[src/sv/tws_pkg.sv]
`timescale 1ns / 1ps
// tws_pkg: shared constants and operation codes for the trie word store
// no dependencies; imported by every module of the block

package tws_pkg;

  // default pool geometry
  localparam int NODE_COUNT_DEF    = 256;
  localparam int ALPHABET_SIZE_DEF = 26;

  // fixed field widths of the command port
  localparam int FUNC_W   = 2;
  localparam int LETTER_W = 5;

  // operation codes; the fourth code acts as exact search
  typedef enum logic [FUNC_W-1:0] {
    OP_INSERT       = 2'd0,
    OP_SEARCH       = 2'd1,
    OP_PREFIX       = 2'd2,
    OP_SEARCH_ALIAS = 2'd3
  } op_e;

endpackage

[src/sv/tws_ram.sv]
`timescale 1ns / 1ps
// tws_ram: simple dual-port synchronous memory, one write and one read port
// read data registered; uses tws_pkg defaults

module tws_ram
  import tws_pkg::*;
#(
  parameter int WIDTH = 8,
  parameter int DEPTH = NODE_COUNT_DEF,
  localparam int AW   = (DEPTH > 1) ? $clog2(DEPTH) : 1
) (
  input  logic             clk_i,
  input  logic             we_i,
  input  logic [AW-1:0]    waddr_i,
  input  logic [WIDTH-1:0] wdata_i,
  input  logic             re_i,
  input  logic [AW-1:0]    raddr_i,
  output logic [WIDTH-1:0] rdata_o
);

  logic [WIDTH-1:0] mem [DEPTH];
  logic [WIDTH-1:0] rdata_q;

  always_ff @(posedge clk_i) begin
    if (we_i) begin
      mem[waddr_i] <= wdata_i;
    end
    if (re_i) begin
      rdata_q <= mem[raddr_i];
    end
  end

  assign rdata_o = rdata_q;

endmodule

[config.mk]
export PLATFORM = sky130hd
export DESIGN_NAME = tws_ram
export DESIGN_NICKNAME = d
export VERILOG_FILES = /design/src/sv/tws_pkg.sv /design/src/sv/tws_ram.sv
export SDC_FILE = /design/constraint.sdc
export NUM_CORES = 2
export LEC_CHECK = 0
export ABC_AREA = 0
export BUFFER_PORTS_ARGS = -buffer_cell sky130_fd_sc_hd__buf_2
export CELL_PAD_IN_SITES_DETAIL_PLACEMENT = 0
export CELL_PAD_IN_SITES_GLOBAL_PLACEMENT = 1
export CORE_MARGIN = 3
export CORE_UTILIZATION = 50
export CTS_BUF_LIST = sky130_fd_sc_hd__clkbuf_16
export DETAILED_ROUTE_END_ITERATION = 10
export PLACE_DENSITY_LB_ADDON = 0.12
export SYNTH_ARGS = -nofsm -noshare
export SYNTH_HDL_FRONTEND = slang
export SYNTH_SLANG_ARGS = --single-unit
[constraint.sdc]
create_clock -name clk_i -period 2.6 [get_ports clk_i]
set_input_delay 0.26 -clock clk_i [delete_from_list [all_inputs] [get_ports clk_i]]
set_output_delay 0.26 -clock clk_i [all_outputs]
set_load 0.01 [all_outputs]
==> results.py <==
metrics = {
    "clocking": {
        "clk_pin_slew_ns": 0.06,
        "root_buffer": "clkbuf_16",
        "ctsLongestPathBuffers": 3,
        "clock_latency_ns": 0.83,
        "cts_tree": "built",
        "htree_levels": 4,
        "cts_made_buffers": 204,
        "cts_sinks": 2056,
    },
    "cells_and_area": {
        "final_common_cell": "edfxtp_1",
        "final_cells": 6624,
        "final_cell_mix": "edfxtp_1, buf_4, mux4_2",
        "final_core_util": 0.595,
        "area_growth_pct": 17.5,
        "drive_gt1_frac": 0.315,
        "finalNetCount": 4419,
        "finalInstanceArea_sq_um": 93600,
    },
    "timing": {
        "rsz0062_at_grt": "no",
        "slew-limit-headroom": 0.422,
        "period_share": 0.973,
        "finClkSkew_ns": 0.0279,
        "fin_crit_ns": 2.53,
        "finalSetupViolCount": 0,
        "hold_viol": 0,
        "holdWs_ns": 0.0477,
        "tightestPinTransition_ns": 0.867,
        "max_freq_mhz": 395,
        "finalMaxSlewViolations": 0,
    },
    "synthesis": {
        "netlist.top_cell.by_area": "edfxtp_1",
        "syn_inst": 3733,
        "synth_top_cell_area_share": 0.775,
        "yosys_warnings": 0,
        "synth_nets": 3760,
        "synth_edf_count": 2056,
        "synthAdderAreaFrac": 0,
        "synth_area_leaders": "edfxtp_1, mux4_2, mux2i_1",
        "synth_compound_area_frac": 0.0342,
        "ys_types": 54,
        "synth_top_family_by_area": "multiplexers",
        "muxShareOfSynthArea": 0.146,
        "syn_area_per_cell_sq_um": 21.3,
        "ys.flop_type": "edfxtp_1",
        "synth-simple-area-share": 0.0263,
        "ys_seq_area_frac": 0.775,
        "synthArstFlopShare": 0,
        "ys_seq_elements": 2056,
        "synth_area_sq_um": 79600,
        "synth_xor_area_frac": 0,
    },
    "power": {
        "p_sw_mw": 14.6,
        "pwr-share-seq": 0.531,
        "swShare": 0.212,
        "p_int_mw": 54.3,
        "pwr-share-comb": 0.055,
        "p_clk_frac": 0.413,
        "irDropWorstVdd_mv": 0.687,
        "p_per_area_nw_per_um2": 736,
        "p_leak_nw": 30.5,
    },
    "routing": {
        "drc_errors": 0,
        "highest_layer": "met5",
        "vias": 40800,
        "met3RoutedLength_microns": 15800,
        "wl_met2_microns": 101000,
        "ant_nets": 0,
        "first_pass_iters": 5,
        "drt_wl_total_microns": 207000,
        "drt_iter0_markers": 4635,
        "post_drt_wl_per_cell_microns": 31.3,
        "wl_met1_microns": 84900,
        "via_per_inst": 6.16,
    },
    "global_route": {
        "gr-total-overflow": 0,
        "antenna_found_initial": 17,
        "globalRouteTotalUtil": 0.257,
        "grt_max_degree": 143,
        "grt_pass1_vias": 41800,
        "grt_pass1_wl_microns": 300000,
    },
    "min_path": {
        "hold_end": "mem[202][4]$_DFFE_PP_",
        "whs_path_depth": 1,
        "hold_start": "wdata_i[4]",
        "hp-class": "input port to register",
    },
    "placed_design": {
        "portBuffers": 34,
        "placed_area_sq_um": 86900,
        "dp.cells": 6237,
        "hpwl_microns": 133000,
        "place.gp.congestion": 0.857,
    },
    "worst_setup_path": {
        "setup.worst_path.start_class": "register",
        "cp_max_fo": 1,
        "r2r_end": "rdata_o[0]$_DFFE_PP_",
        "reg2reg_from": "mem[86][0]$_DFFE_PP_",
        "cp_data_required_time_ns": 3.17,
        "max_stage_delay_ns": 0.51,
        "worstPathCellList": "mux4_2 -> mux4_2 -> nor2b_1 -> nor4_2 -> buf_4 -> nor4_2",
        "cp.arrival_ns": 3.10,
        "crit_type": "register to register",
        "timing.reg2reg.setup_slack_ns": 0.07,
        "critPathCaptureType": "register",
        "slowest_stage": "mux4_2",
        "reg2regPathDepth": 6,
    },
    "floorplanning": {
        "placementRows": 145,
        "die_h_microns": 405,
        "pin_count": 35,
        "dieArea_sq_um": 164000,
        "fp.coreArea_sq_um": 157000,
        "chipWidth_microns": 405,
        "initial_utilization": 0.506,
    },
    "flow_run": {
        "drv_cap": 0,
    },
    "outcome": {
        "status": "finished clean",
    },
}
-- cell type report --
| type | instances | area [sq um] |
|---|---|---|
| Clock buffer | 208 | 5200 |
| Clock inverter | 165 | 1310 |
| Sequential cell | 2056 | 61700 |
| Multi-Input combinational cell | 1442 | 16500 |
| Fill cell | 11100 | 63700 |
| Inverter | 2 | 7.51 |
| Antenna cell | 7 | 17.5 |
| Timing Repair Buffer | 686 | 6210 |
| Tap cell | 2058 | 2570 |
-- per-stage QoR --
stage | worst slack, ns | setup TNS [ns] | power (mW)
global placement | -0.908 | -4.61 | 41.0
finish | 0.0712 | 0 | 68.9
CTS | 0.0428 | 0 | 69.4
detailed placement | -0.841 | -4.54 | 41.1
floorplan | 0.264 | 0 | 39.1
global route | 0.00583 | 0 | 70.9
-- power groups by stage --
stage	clock network (mW)	registers, mW	logic [mW]
2_1_floorplan	0	37.3	1.78
3_3_place_gp	0	37.3	3.74
3_5_place_dp	0	37.3	3.82
4_1_cts	29.0	36.6	3.85
5_1_grt	30.3	36.6	4.02
6_report	28.5	36.6	3.81
-- worst max-delay path, delay by kind of cell, from the launching register on --
kind	cells	cell delay (ns)
DFF	1	0.36
buffers and inverters	1	0.23
and+or+nand+nor	3	0.70
muxes	2	0.99
-- per-layer routing --
metal | track usage | vias to the layer above
li1 | - | 17100
met1 | 0.368 | 21700
met2 | 0.413 | 1757
met3 | 0.0427 | 301
met4 | 0.0737 | 4
met5 | 0 | -
-- cell usage after synthesis, types with 3 or more instances --
| cell | count |
|---|---|
| mux4_2 | 454 |
| o22a_1 | 5 |
| edfxtp_1 | 2056 |
| a22o_1 | 8 |
| o211ai_1 | 10 |
| nor2_1 | 282 |
| nor4_2 | 3 |
| a221oi_1 | 13 |
| and2_1 | 6 |
| a211oi_1 | 16 |
| buf_2 | 31 |
| nand3_1 | 34 |
| o32ai_1 | 4 |
| buf_1 | 22 |
| o21ai_0 | 10 |
| o22ai_1 | 28 |
| buf_4 | 27 |
| or2_2 | 4 |
| buf_12 | 8 |
| clkbuf_1 | 111 |
| nor4_1 | 24 |
| mux2i_1 | 134 |
| a22oi_1 | 133 |
| buf_6 | 21 |
| nand2b_1 | 8 |
| nor3_1 | 22 |
| buf_8 | 13 |
| nand4_1 | 10 |
| o221ai_1 | 46 |
| a21oi_1 | 96 |
| nand2_1 | 33 |
| nor2b_1 | 31 |
-- flip-flops by register name, summed over array words and instances (netlist names) --
signal and cells:
mem 2048, rdata_o 8
-- worst max path at each step --
stage | startpoint | to | slack [ns] | cells past startpoint
2_1_floorplan | raddr_i[0] | rdata_o[2]$_DFFE_PP_ | 0.26 | 9
3_3_place_gp | raddr_i[0] | rdata_o[7]$_DFFE_PP_ | -0.91 | 10
3_5_place_dp | raddr_i[0] | rdata_o[7]$_DFFE_PP_ | -0.84 | 10
4_1_cts | mem[139][7]$_DFFE_PP_ | rdata_o[7]$_DFFE_PP_ | 0.04 | 6
5_1_grt | mem[11][4]$_DFFE_PP_ | rdata_o[4]$_DFFE_PP_ | 0.006 | 6
6_report | mem[86][0]$_DFFE_PP_ | rdata_o[0]$_DFFE_PP_ | 0.07 | 6
-- what timing repair did --
item                       in CTS  in global routing
setup buffers                   0                  0
setup endpoints to repair       6                  1
hold endpoints to repair      169                  0
resized for setup               8                  1
hold buffers                    7                  0
-- logic make-up (layout without fill, tap and decap cells) --
logic type             after synthesis  count (layout)
AO/OA/AOI/OAI                      385             385
AND/OR/NAND/NOR                    466             466
multiplexers                       591             591
buffers and inverters              235            1061
other                                0               7
flip-flops                        2056            2056
No activity file was read; power rests on OpenSTA's default activity.
