### src/sv/tws_pkg.sv
`timescale 1ns / 1ps
// tws_pkg: shared constants and operation codes for the trie word store
// no dependencies; imported by every module of the block

package tws_pkg;

  // default pool geometry
  localparam int NODE_COUNT_DEF    = 256;
  localparam int ALPHABET_SIZE_DEF = 26;

  // fixed field widths of the command port
  localparam int FUNC_W   = 2;
  localparam int LETTER_W = 5;

  // operation codes; the fourth code acts as exact search
  typedef enum logic [FUNC_W-1:0] {
    OP_INSERT       = 2'd0,
    OP_SEARCH       = 2'd1,
    OP_PREFIX       = 2'd2,
    OP_SEARCH_ALIAS = 2'd3
  } op_e;

endpackage

### src/sv/tws_clear.sv
`timescale 1ns / 1ps
// tws_clear: post-reset sweep counter that walks every memory address once
// uses tws_pkg defaults

module tws_clear
  import tws_pkg::*;
#(
  parameter int DEPTH = NODE_COUNT_DEF * ALPHABET_SIZE_DEF,
  localparam int AW   = (DEPTH > 1) ? $clog2(DEPTH) : 1
) (
  input  logic          clk_i,
  input  logic          rst_ni,
  output logic          active_o,
  output logic [AW-1:0] addr_o
);

  logic          active_q, active_d;
  logic [AW-1:0] cnt_q, cnt_d;

  always_comb begin
    active_d = active_q;
    cnt_d    = cnt_q;
    if (active_q) begin
      if (cnt_q == AW'(DEPTH - 1)) begin
        active_d = 1'b0;
      end else begin
        cnt_d = cnt_q + AW'(1);
      end
    end
  end

  always_ff @(posedge clk_i or negedge rst_ni) begin
    if (!rst_ni) begin
      active_q <= 1'b1;
      cnt_q    <= '0;
    end else begin
      active_q <= active_d;
      cnt_q    <= cnt_d;
    end
  end

  assign active_o = active_q;
  assign addr_o   = cnt_q;

endmodule

### config.mk
export PLATFORM = sky130hd
export DESIGN_NAME = tws_clear
export DESIGN_NICKNAME = d
export VERILOG_FILES = /design/src/sv/tws_pkg.sv /design/src/sv/tws_clear.sv
export SDC_FILE = /design/constraint.sdc
export NUM_CORES = 1
export LEC_CHECK = 0
export CAP_MARGIN = 20
export CORE_UTILIZATION = 53
export DETAILED_ROUTE_END_ITERATION = 7
export DONT_BUFFER_PORTS = 1
export MAX_ROUTING_LAYER = met4
export PLACE_DENSITY = 0.71
export SLEW_MARGIN = 25
export SYNTH_ARGS = -nofsm -noshare
export SYNTH_HDL_FRONTEND = slang
export SYNTH_SLANG_ARGS = --single-unit
### constraint.sdc
create_clock -name clk_i -period 1.5 [get_ports clk_i]
set_input_delay 0.15 -clock clk_i [delete_from_list [all_inputs] [get_ports clk_i]]
set_output_delay 0.15 -clock clk_i [all_outputs]
set_load 0.01 [all_outputs]
==> report_table.html, run 1 <==
<table>
<tr><th>Metric</th><th>Value</th></tr>
<tr><th colspan="2">Timing</th></tr>
<tr><td>Period minus WS final</td><td>1.48 ns</td></tr>
<tr><td>RSZ-0062 raised after global routing</td><td>yes</td></tr>
<tr><td>FMAX</td><td>0.678 GHz</td></tr>
<tr><td>Endpoints failing hold</td><td>0</td></tr>
<tr><td>Maximum clock skew at final layout</td><td>0.00619 ns</td></tr>
<tr><td>Final worst-path cycle share</td><td>98.3%</td></tr>
<tr><td>Max_slew headroom</td><td>56.8%</td></tr>
<tr><td>Final setup fails</td><td>0</td></tr>
<tr><td>Pins Over Slew Limit</td><td>0</td></tr>
<tr><td>Slew at the pin with the worst max-slew slack</td><td>0.647 ns</td></tr>
<tr><th colspan="2">Placement</th></tr>
<tr><td>PortBufs</td><td>0</td></tr>
<tr><td>Post-DP HPWL</td><td>1080 um</td></tr>
<tr><td>Final GP Congestion</td><td>0.804</td></tr>
<tr><td>Placed Instance Area</td><td>852 um^2</td></tr>
<tr><th colspan="2">Worst setup path</th></tr>
<tr><td>Largest delay share family, worst path</td><td>flip-flops</td></tr>
<tr><td>Critical Path Sink Type</td><td>flip-flop</td></tr>
<tr><td>Setup slack on the worst flop-to-flop path</td><td>0.02 ns</td></tr>
<tr><td>Number of cells on the worst reg-to-reg path</td><td>7</td></tr>
<tr><td>Critical setup path kind</td><td>reg -&gt; reg</td></tr>
<tr><td>CP Data Required Time</td><td>1.67 ns</td></tr>
<tr><td>Largest fanout of any net on the critical path</td><td>4</td></tr>
<tr><td>Slowest stage delay, CP</td><td>0.42 ns</td></tr>
<tr><td>Element type at the critical path start</td><td>flip-flop</td></tr>
<tr><td>Reg2reg start</td><td>addr_o[1]</td></tr>
<tr><td>Most frequent cell on the critical path</td><td>sky130_fd_sc_hd__buf_4</td></tr>
<tr><td>Slowest-stage cell, CP</td><td>sky130_fd_sc_hd__dfrtp_1</td></tr>
<tr><td>Signal arrival time at the worst endpoint</td><td>1.64 ns</td></tr>
<tr><td>Capture instance of the worst register-to-register path</td><td>addr_o[0]</td></tr>
<tr><td>Cell-by-cell trace of the critical path</td><td>ha_4, and4_1, nand2_2, o21ai_2, buf_4, buf_4, xnor2_1</td></tr>
<tr><td>Buffer and inverter count on the worst path</td><td>2</td></tr>
<tr><th colspan="2">Yosys</th></tr>
<tr><td>Number of distinct standard cells referenced by the synthesized netlist</td><td>27</td></tr>
<tr><td>Number of synthesis warnings</td><td>0</td></tr>
<tr><td>Cells after Synth</td><td>63</td></tr>
<tr><td>Register bit total from synthesis</td><td>14</td></tr>
<tr><td>Part of the Yosys area used for sequential elements</td><td>48.7%</td></tr>
<tr><td>Total nets after synthesis</td><td>66</td></tr>
<tr><td>Mean post-synth cell area</td><td>11.5 um^2</td></tr>
<tr><td>Area of the mapped netlist</td><td>722 um^2</td></tr>
<tr><th colspan="2">Die</th></tr>
<tr><td>Cell row count</td><td>12</td></tr>
<tr><td>Die width</td><td>38.9 um</td></tr>
<tr><td>Core outline area</td><td>1190 um^2</td></tr>
<tr><td>Starting density of the core</td><td>60.9%</td></tr>
<tr><td>Die Footprint</td><td>1510 um^2</td></tr>
<tr><td>Die Height</td><td>38.9 um</td></tr>
<tr><td>Boundary Pins</td><td>16</td></tr>
<tr><th colspan="2">Power</th></tr>
<tr><td>Clock network fraction of total power</td><td>36.7%</td></tr>
<tr><td>Reg power frac</td><td>61.8%</td></tr>
<tr><td>Overall power of the completed layout</td><td>0.000610 W</td></tr>
<tr><td>Internal power contribution</td><td>0.000482 W</td></tr>
<tr><td>Switch share</td><td>21.0%</td></tr>
<tr><td>Power density relative to cell area</td><td>645 nW/um^2</td></tr>
<tr><td>Net Switching</td><td>0.000128 W</td></tr>
<tr><td>Leakage component of the power</td><td>0.466 nW</td></tr>
<tr><td>Portion of total power attributed to combinational logic</td><td>1.5%</td></tr>
<tr><td>Worst VDD drop</td><td>0.575 mV</td></tr>
<tr><th colspan="2">Clock tree</th></tr>
<tr><td>Buffer levels on the longest clock path</td><td>2</td></tr>
<tr><td>Deepest level of the CTS H-tree</td><td>1</td></tr>
<tr><td>Sinks on Clock Net</td><td>14</td></tr>
<tr><td>CTS tree</td><td>built</td></tr>
<tr><td>Clock-pin slew of the registers on the worst-case setup and hold paths</td><td>0.09 ns</td></tr>
<tr><td>Clk_lat worst skew</td><td>0.28 ns</td></tr>
<tr><td>TritonCTS buffer count</td><td>3</td></tr>
<tr><td>Clock tree root driver cell</td><td>sky130_fd_sc_hd__clkbuf_4</td></tr>
<tr><th colspan="2">Global routing</th></tr>
<tr><td>Antenna violations before repair</td><td>0</td></tr>
<tr><td>Overflow after GRT</td><td>0</td></tr>
<tr><td>Global-route wire length before repair</td><td>2310 um</td></tr>
<tr><td>All-layer global routing usage</td><td>24.2%</td></tr>
<tr><td>Pin count of the biggest net entering global routing</td><td>15</td></tr>
<tr><td>Number of global-route vias before repair</td><td>542</td></tr>
<tr><th colspan="2">Final layout</th></tr>
<tr><td>Most used cells in the layout excluding fill and tap cells</td><td>21 x sky130_fd_sc_hd__buf_4, 13 x sky130_fd_sc_hd__dfrtp_1, 5 x sky130_fd_sc_hd__a21oi_1</td></tr>
<tr><td>Summed area of non-filler cells in the final layout</td><td>946 um^2</td></tr>
<tr><td>Most common library cell in the layout ignoring fill and taps</td><td>sky130_fd_sc_hd__buf_4</td></tr>
<tr><td>Number of inserted diodes</td><td>0</td></tr>
<tr><td>NumNets Final</td><td>91</td></tr>
<tr><td>Area growth from synthesis to final layout</td><td>31.0%</td></tr>
<tr><td>Fraction of layout instances using a drive strength above 1</td><td>43.7%</td></tr>
<tr><td>Filler cell count</td><td>73</td></tr>
<tr><th colspan="2">Detailed routing</th></tr>
<tr><td>Routed length per instance</td><td>14.6 um</td></tr>
<tr><td>Remaining antenna violation count after routing</td><td>0</td></tr>
<tr><td>Post-DR vias/cell</td><td>5.70</td></tr>
<tr><td>Drt pass-1 iters</td><td>4</td></tr>
<tr><td>Number of violations reported at the end of detailed-routing iteration 0</td><td>10</td></tr>
<tr><td>Post-detailed-routing wire length</td><td>1480 um</td></tr>
<tr><td>Number of remaining DRC errors</td><td>0</td></tr>
<tr><td>Total via count in the routed design</td><td>576</td></tr>
<tr><th colspan="2">Min path</th></tr>
<tr><td>Tightest Hold Check Type</td><td>in -&gt; async</td></tr>
<tr><th colspan="2">Outcome</th></tr>
<tr><td>Outcome</td><td>finished clean</td></tr>
<tr><th colspan="2">Run</th></tr>
<tr><td>Maximum Capacitance Violations</td><td>0</td></tr>
</table>
-- power by group through the flow --
stage | combinational, W | clock (W) | sequential, W
after global placement | 0.000000000235 | 0 | 0.000385
after CTS | 0.00000917 | 0.000223 | 0.000377
after floorplan | 0.000000000151 | 0 | 0.000385
after global routing | 0.0000105 | 0.000251 | 0.000377
after detailed placement | 0.000000000235 | 0 | 0.000385
final | 0.00000898 | 0.000224 | 0.000377
-- sequential cells by signal, indices dropped and copies added, names as in the netlist --
name and cells:
addr_o 13, active_o 1
-- area by class of cell --
| type | instances | area [um^2] | share of cell area (%) |
|---|---|---|---|
| clock buffers | 4 | 26.3 | 2.78 |
| inverters | 2 | 7.51 | 0.794 |
| multi-input cells | 45 | 375 | 39.7 |
| flip-flops and latches | 14 | 352 | 37.2 |
| well taps | 14 | 17.5 | 1.85 |
| repair buffers | 22 | 168 | 17.7 |
-- stage by stage --
step                      util, %  cells  setup slack [ns]  TNS, ns  hold slack [ns]
after global routing         79.7    101          0.000356        0            0.368
after global placement       71.8     93           -0.0127  -0.0127           -0.145
after CTS                    76.1     99           -0.0176  -0.0176            0.337
final                        79.7    101            0.0248        0            0.329
after detailed placement     71.8     93           -0.0103  -0.0103           -0.145
after floorplan                 -     63           -0.0516  -0.0516           -0.146
-- cell usage after synthesis --
| cell type | n | area share, % |
|---|---|---|
| sky130_fd_sc_hd__ha_1 | 1 | 1.7 |
| sky130_fd_sc_hd__nand2_1 | 4 | 2.1 |
| sky130_fd_sc_hd__nand3_4 | 1 | 2.4 |
| sky130_fd_sc_hd__buf_6 | 2 | 3.1 |
| sky130_fd_sc_hd__xor2_1 | 4 | 4.9 |
| sky130_fd_sc_hd__mux2i_1 | 1 | 1.4 |
| sky130_fd_sc_hd__xnor2_1 | 3 | 3.6 |
| sky130_fd_sc_hd__and4_1 | 1 | 1.2 |
| sky130_fd_sc_hd__nor2_1 | 2 | 1.0 |
| sky130_fd_sc_hd__nand4_1 | 4 | 3.5 |
| sky130_fd_sc_hd__nor3b_1 | 1 | 1.0 |
| sky130_fd_sc_hd__o21ai_2 | 1 | 1.2 |
| sky130_fd_sc_hd__nor3_1 | 2 | 1.4 |
| sky130_fd_sc_hd__and3_2 | 1 | 1.0 |
| sky130_fd_sc_hd__mux2_1 | 1 | 1.6 |
| sky130_fd_sc_hd__o21a_1 | 1 | 1.0 |
| sky130_fd_sc_hd__nor4_4 | 2 | 5.9 |
| sky130_fd_sc_hd__a21oi_1 | 5 | 3.5 |
| sky130_fd_sc_hd__a31oi_1 | 1 | 0.87 |
| sky130_fd_sc_hd__nand3_1 | 4 | 2.8 |
| sky130_fd_sc_hd__inv_1 | 2 | 1.0 |
| sky130_fd_sc_hd__and3_1 | 2 | 1.7 |
| sky130_fd_sc_hd__o21ai_0 | 1 | 0.69 |
| sky130_fd_sc_hd__mux2_2 | 1 | 1.6 |
| sky130_fd_sc_hd__dfstp_2 | 1 | 3.6 |
| sky130_fd_sc_hd__o211ai_1 | 1 | 1.0 |
| sky130_fd_sc_hd__dfrtp_1 | 13 | 45 |
-- how the worst max path moves through the flow --
stage               from   endpoint  slack [ns]  depth (start not counted)
3_5_place_dp   addr_o[1]  addr_o[1]       -0.01                          5
4_1_cts        addr_o[1]  addr_o[1]       -0.02                          5
2_1_floorplan  addr_o[0]  addr_o[1]       -0.05                          5
3_3_place_gp   addr_o[0]  addr_o[1]       -0.01                          5
5_1_grt        addr_o[1]  addr_o[1]      0.0004                          5
6_report       addr_o[1]  addr_o[0]        0.02                          7
-- layer usage --
layer	vias up	track usage (%)	part of all wire [%]
li1	277	-	-
met2	22	34.2	44
met5	-	-	0
met4	0	10.3	0.74
met3	2	6.36	6.2
met1	275	32.7	49
-- kinds of logic after synthesis --
kind of cell               Yosys count  synth area share [%]
AOI/OAI and AO/OA                   10                  8.32
xor gates and xnor gates             7                  8.49
adders and majority gates            1                  1.73
buffers and inverters                4                  4.16
DFF                                 14                  48.7
muxes                                3                  4.51
and+or+nand+nor                     24                  24.1
-- what timing repair did --
item / in CTS / in global routing
pin swaps: 1 / 2
gates resized for setup: 3 / 5
setup endpoints to repair: 1 / 5
endpoints found under the hold margin: 14 / 0
hold buffers: 1 / 0
setup buffers: 1 / 2
No activity file was read; power rests on OpenSTA's default activity.
==> run 2: changes to the inputs <==
--- a/config.mk
+++ b/config.mk
@@ -6,5 +6,4 @@
 export NUM_CORES = 1
 export LEC_CHECK = 0
-export CAP_MARGIN = 20
 export CORE_UTILIZATION = 53
 export DETAILED_ROUTE_END_ITERATION = 7
==> constraint.sdc (replaced) <==
create_clock -name clk_i -period 1.5 [get_ports clk_i]
set_input_delay 0.15 -clock clk_i [delete_from_list [all_inputs] [get_ports clk_i]]
set_output_delay 0.15 -clock clk_i [all_outputs]
set_load 0.1 [all_outputs]
==> run 2 against run 1 <==
  * The flow now finishes with violations (negative setup slack)
  * Global-route usage up 6.7 points
  * Worst setup slack lost 0.094 ns
  * Clock power grew 27%
  * Via count rose by 14%
  * Die area did not move
  * Critical path depth is 3 lower
  * Final cell count grew 0.99%
  * Sequential power about the same
  * Count of clock-buffer cells in the layout unchanged
  * Total power rose by 9.7%
  * Critical endpoint is now addr_o[9]
==> report_table.html, run 2 (synthesis gave the netlist of run 1 again) <==
<table>
<tr><th>Metric</th><th>Value</th></tr>
<tr><th colspan="2">Clock tree</th></tr>
<tr><td>TritonCTS buffer count</td><td>3</td></tr>
<tr><td>Sinks on Clock Net</td><td>14</td></tr>
<tr><td>Clock tree root driver cell</td><td>sky130_fd_sc_hd__clkbuf_4</td></tr>
<tr><td>Buffer levels on the longest clock path</td><td>2</td></tr>
<tr><td>Clk_lat worst skew</td><td>0.29 ns</td></tr>
<tr><td>CTS tree</td><td>built</td></tr>
<tr><td>Clock-pin slew of the registers on the worst-case setup and hold paths</td><td>0.09 ns</td></tr>
<tr><td>Deepest level of the CTS H-tree</td><td>1</td></tr>
<tr><th colspan="2">Global routing</th></tr>
<tr><td>All-layer global routing usage</td><td>30.9%</td></tr>
<tr><td>Antenna violations before repair</td><td>0</td></tr>
<tr><td>Global-route wire length before repair</td><td>2870 um</td></tr>
<tr><td>Pin count of the biggest net entering global routing</td><td>15</td></tr>
<tr><td>Number of global-route vias before repair</td><td>618</td></tr>
<tr><td>Overflow after GRT</td><td>0</td></tr>
<tr><th colspan="2">Timing</th></tr>
<tr><td>Maximum clock skew at final layout</td><td>0.00533 ns</td></tr>
<tr><td>Minimum setup slack in the final design</td><td>-0.0694 ns</td></tr>
<tr><td>Period minus WS final</td><td>1.57 ns</td></tr>
<tr><td>FMAX</td><td>0.637 GHz</td></tr>
<tr><td>Slew at the pin with the worst max-slew slack</td><td>0.640 ns</td></tr>
<tr><td>Final worst-path cycle share</td><td>105%</td></tr>
<tr><td>Final setup fails</td><td>5</td></tr>
<tr><td>Endpoints failing hold</td><td>0</td></tr>
<tr><td>Pins Over Slew Limit</td><td>0</td></tr>
<tr><td>Max_slew headroom</td><td>57.2%</td></tr>
<tr><td>RSZ-0062 raised after global routing</td><td>yes</td></tr>
<tr><th colspan="2">Final layout</th></tr>
<tr><td>Multi-input combinational cell area</td><td>405 um^2</td></tr>
<tr><td>Most used cells in the layout excluding fill and tap cells</td><td>21 x sky130_fd_sc_hd__buf_4, 9 x sky130_fd_sc_hd__dfrtp_4</td></tr>
<tr><td>Fraction of layout instances using a drive strength above 1</td><td>62.5%</td></tr>
<tr><td>Filler cell count</td><td>54</td></tr>
<tr><td>Area growth from synthesis to final layout</td><td>44.0%</td></tr>
<tr><td>Core occupancy in the finished layout</td><td>87.7%</td></tr>
<tr><td>Max FFs per register</td><td>13</td></tr>
<tr><td>Area taken by flip-flops and latches</td><td>394 um^2</td></tr>
<tr><td>Summed area of non-filler cells in the final layout</td><td>1040 um^2</td></tr>
<tr><td>NumNets Final</td><td>92</td></tr>
<tr><td>Most common library cell in the layout ignoring fill and taps</td><td>sky130_fd_sc_hd__buf_4</td></tr>
<tr><td>Number of inserted diodes</td><td>0</td></tr>
<tr><th colspan="2">Power</th></tr>
<tr><td>Portion of total power attributed to combinational logic</td><td>1.3%</td></tr>
<tr><td>Reg power frac</td><td>56.3%</td></tr>
<tr><td>Overall power of the completed layout</td><td>0.000669 W</td></tr>
<tr><td>Worst VDD drop</td><td>0.625 mV</td></tr>
<tr><td>Leakage component of the power</td><td>0.451 nW</td></tr>
<tr><td>Power density relative to cell area</td><td>644 nW/um^2</td></tr>
<tr><td>Clock network fraction of total power</td><td>42.4%</td></tr>
<tr><td>Internal power contribution</td><td>0.000526 W</td></tr>
<tr><td>Net Switching</td><td>0.000143 W</td></tr>
<tr><td>Switch share</td><td>21.4%</td></tr>
<tr><th colspan="2">Die</th></tr>
<tr><td>Die Height</td><td>38.9 um</td></tr>
<tr><td>Cell row count</td><td>12</td></tr>
<tr><td>Die Footprint</td><td>1510 um^2</td></tr>
<tr><td>Core outline area</td><td>1190 um^2</td></tr>
<tr><td>Starting density of the core</td><td>60.9%</td></tr>
<tr><td>Boundary Pins</td><td>16</td></tr>
<tr><td>Die width</td><td>38.9 um</td></tr>
<tr><th colspan="2">Worst setup path</th></tr>
<tr><td>Critical Path Sink Type</td><td>flip-flop</td></tr>
<tr><td>Setup slack on the worst flop-to-flop path</td><td>-0.07 ns</td></tr>
<tr><td>Largest fanout of any net on the critical path</td><td>5</td></tr>
<tr><td>Critical setup path kind</td><td>reg -&gt; reg</td></tr>
<tr><td>Number of cells on the worst reg-to-reg path</td><td>4</td></tr>
<tr><td>Capture instance of the worst register-to-register path</td><td>addr_o[9]</td></tr>
<tr><td>Element type at the critical path start</td><td>flip-flop</td></tr>
<tr><td>CP Data Required Time</td><td>1.69 ns</td></tr>
<tr><td>Signal arrival time at the worst endpoint</td><td>1.76 ns</td></tr>
<tr><td>Reg2reg start</td><td>active_o</td></tr>
<tr><th colspan="2">Detailed routing</th></tr>
<tr><td>Post-DR vias/cell</td><td>6.45</td></tr>
<tr><td>Number of violations reported at the end of detailed-routing iteration 0</td><td>27</td></tr>
<tr><td>Remaining antenna violation count after routing</td><td>0</td></tr>
<tr><td>Post-detailed-routing wire length</td><td>2130 um</td></tr>
<tr><td>Total via count in the routed design</td><td>658</td></tr>
<tr><td>Number of remaining DRC errors</td><td>0</td></tr>
<tr><td>Routed length per instance</td><td>20.9 um</td></tr>
<tr><td>Drt pass-1 iters</td><td>4</td></tr>
<tr><th colspan="2">Placement</th></tr>
<tr><td>Placed Instance Area</td><td>941 um^2</td></tr>
<tr><td>PortBufs</td><td>0</td></tr>
<tr><td>Post-DP HPWL</td><td>1260 um</td></tr>
<tr><td>Placement Setup Slack</td><td>-0.0237 ns</td></tr>
<tr><td>Final GP Congestion</td><td>0.777</td></tr>
<tr><th colspan="2">Run</th></tr>
<tr><td>Maximum Capacitance Violations</td><td>0</td></tr>
<tr><th colspan="2">Min path</th></tr>
<tr><td>Tightest Hold Check Type</td><td>in -&gt; async</td></tr>
<tr><th colspan="2">Outcome</th></tr>
<tr><td>Violated checks</td><td>negative setup slack</td></tr>
<tr><td>Outcome</td><td>finished, violations left</td></tr>
</table>
[run 2: changes by cell type in the layout (fill, tap and decap cells not counted), moves of 2 or more]
cell	previous run	this run
sky130_fd_sc_hd__and3_4	0	2
sky130_fd_sc_hd__dfrtp_1	13	0
sky130_fd_sc_hd__dfrtp_2	0	4
sky130_fd_sc_hd__dfrtp_4	0	9
sky130_fd_sc_hd__and3_2	2	0
[run 2: area by class of cell]
cell class	count	area share, %
Timing Repair Buffer	23	17.2
Tap cell	14	1.68
Clock buffer	4	3.49
Inverter	2	0.722
Multi-Input combinational cell	45	39.0
Sequential cell	14	37.9
[run 2: layer usage]
layer  track usage (%)  routed length, um  up-vias
li1                  -                  -      278
met1              37.4                832      325
met2              47.5               1060       39
met3              5.20                119       16
met4              19.8                120        0
met5                 -                  0        -
[run 2: through the flow]
step	hold slack [ns]	cells	setup TNS [ns]
2_1_floorplan	-0.146	63	-0.616
3_3_place_gp	-0.145	94	0
3_5_place_dp	-0.145	94	-0.0237
4_1_cts	0.333	99	-0.0496
5_1_grt	0.380	102	-0.436
6_report	0.314	102	-0.215
[run 2: how the worst max path moves through the flow]
stage                         start   endpoint  slack, ns  depth (start not counted)
after detailed placement  addr_o[0]  addr_o[1]      -0.02                          5
after floorplan           addr_o[0]  addr_o[1]      -0.21                          5
after global placement    addr_o[0]  addr_o[1]       0.05                          5
after CTS                 addr_o[0]  addr_o[1]      -0.05                          5
final                      active_o  addr_o[9]      -0.07                          4
after global routing       active_o  addr_o[9]      -0.13                          4
[run 2: worst max-delay path, stage by stage (launching register included)]
cell	delay (ns)
sky130_fd_sc_hd__dfstp_4	0.66
sky130_fd_sc_hd__nand4_1	0.19
sky130_fd_sc_hd__nor3_2	0.23
sky130_fd_sc_hd__nand3_1	0.16
sky130_fd_sc_hd__xnor2_1	0.23
[run 2: power by group through the flow]
stage | clock (W) | combinational [W] | sequential [W]
finish | 0.000284 | 0.00000890 | 0.000377
global route | 0.000290 | 0.0000107 | 0.000377
CTS | 0.000272 | 0.00000911 | 0.000377
detailed placement | 0 | 0.000000000240 | 0.000385
global placement | 0 | 0.000000000240 | 0.000385
floorplan | 0 | 0.000000000149 | 0.000385
[run 2: timing repair]
action	4_1_cts	5_1_grt
endpoints found under the hold margin	14	0
setup buffers	0	3
endpoints found under the setup margin	2	6
pin swaps	0	6
hold buffers	1	0
gates resized for setup	2	4
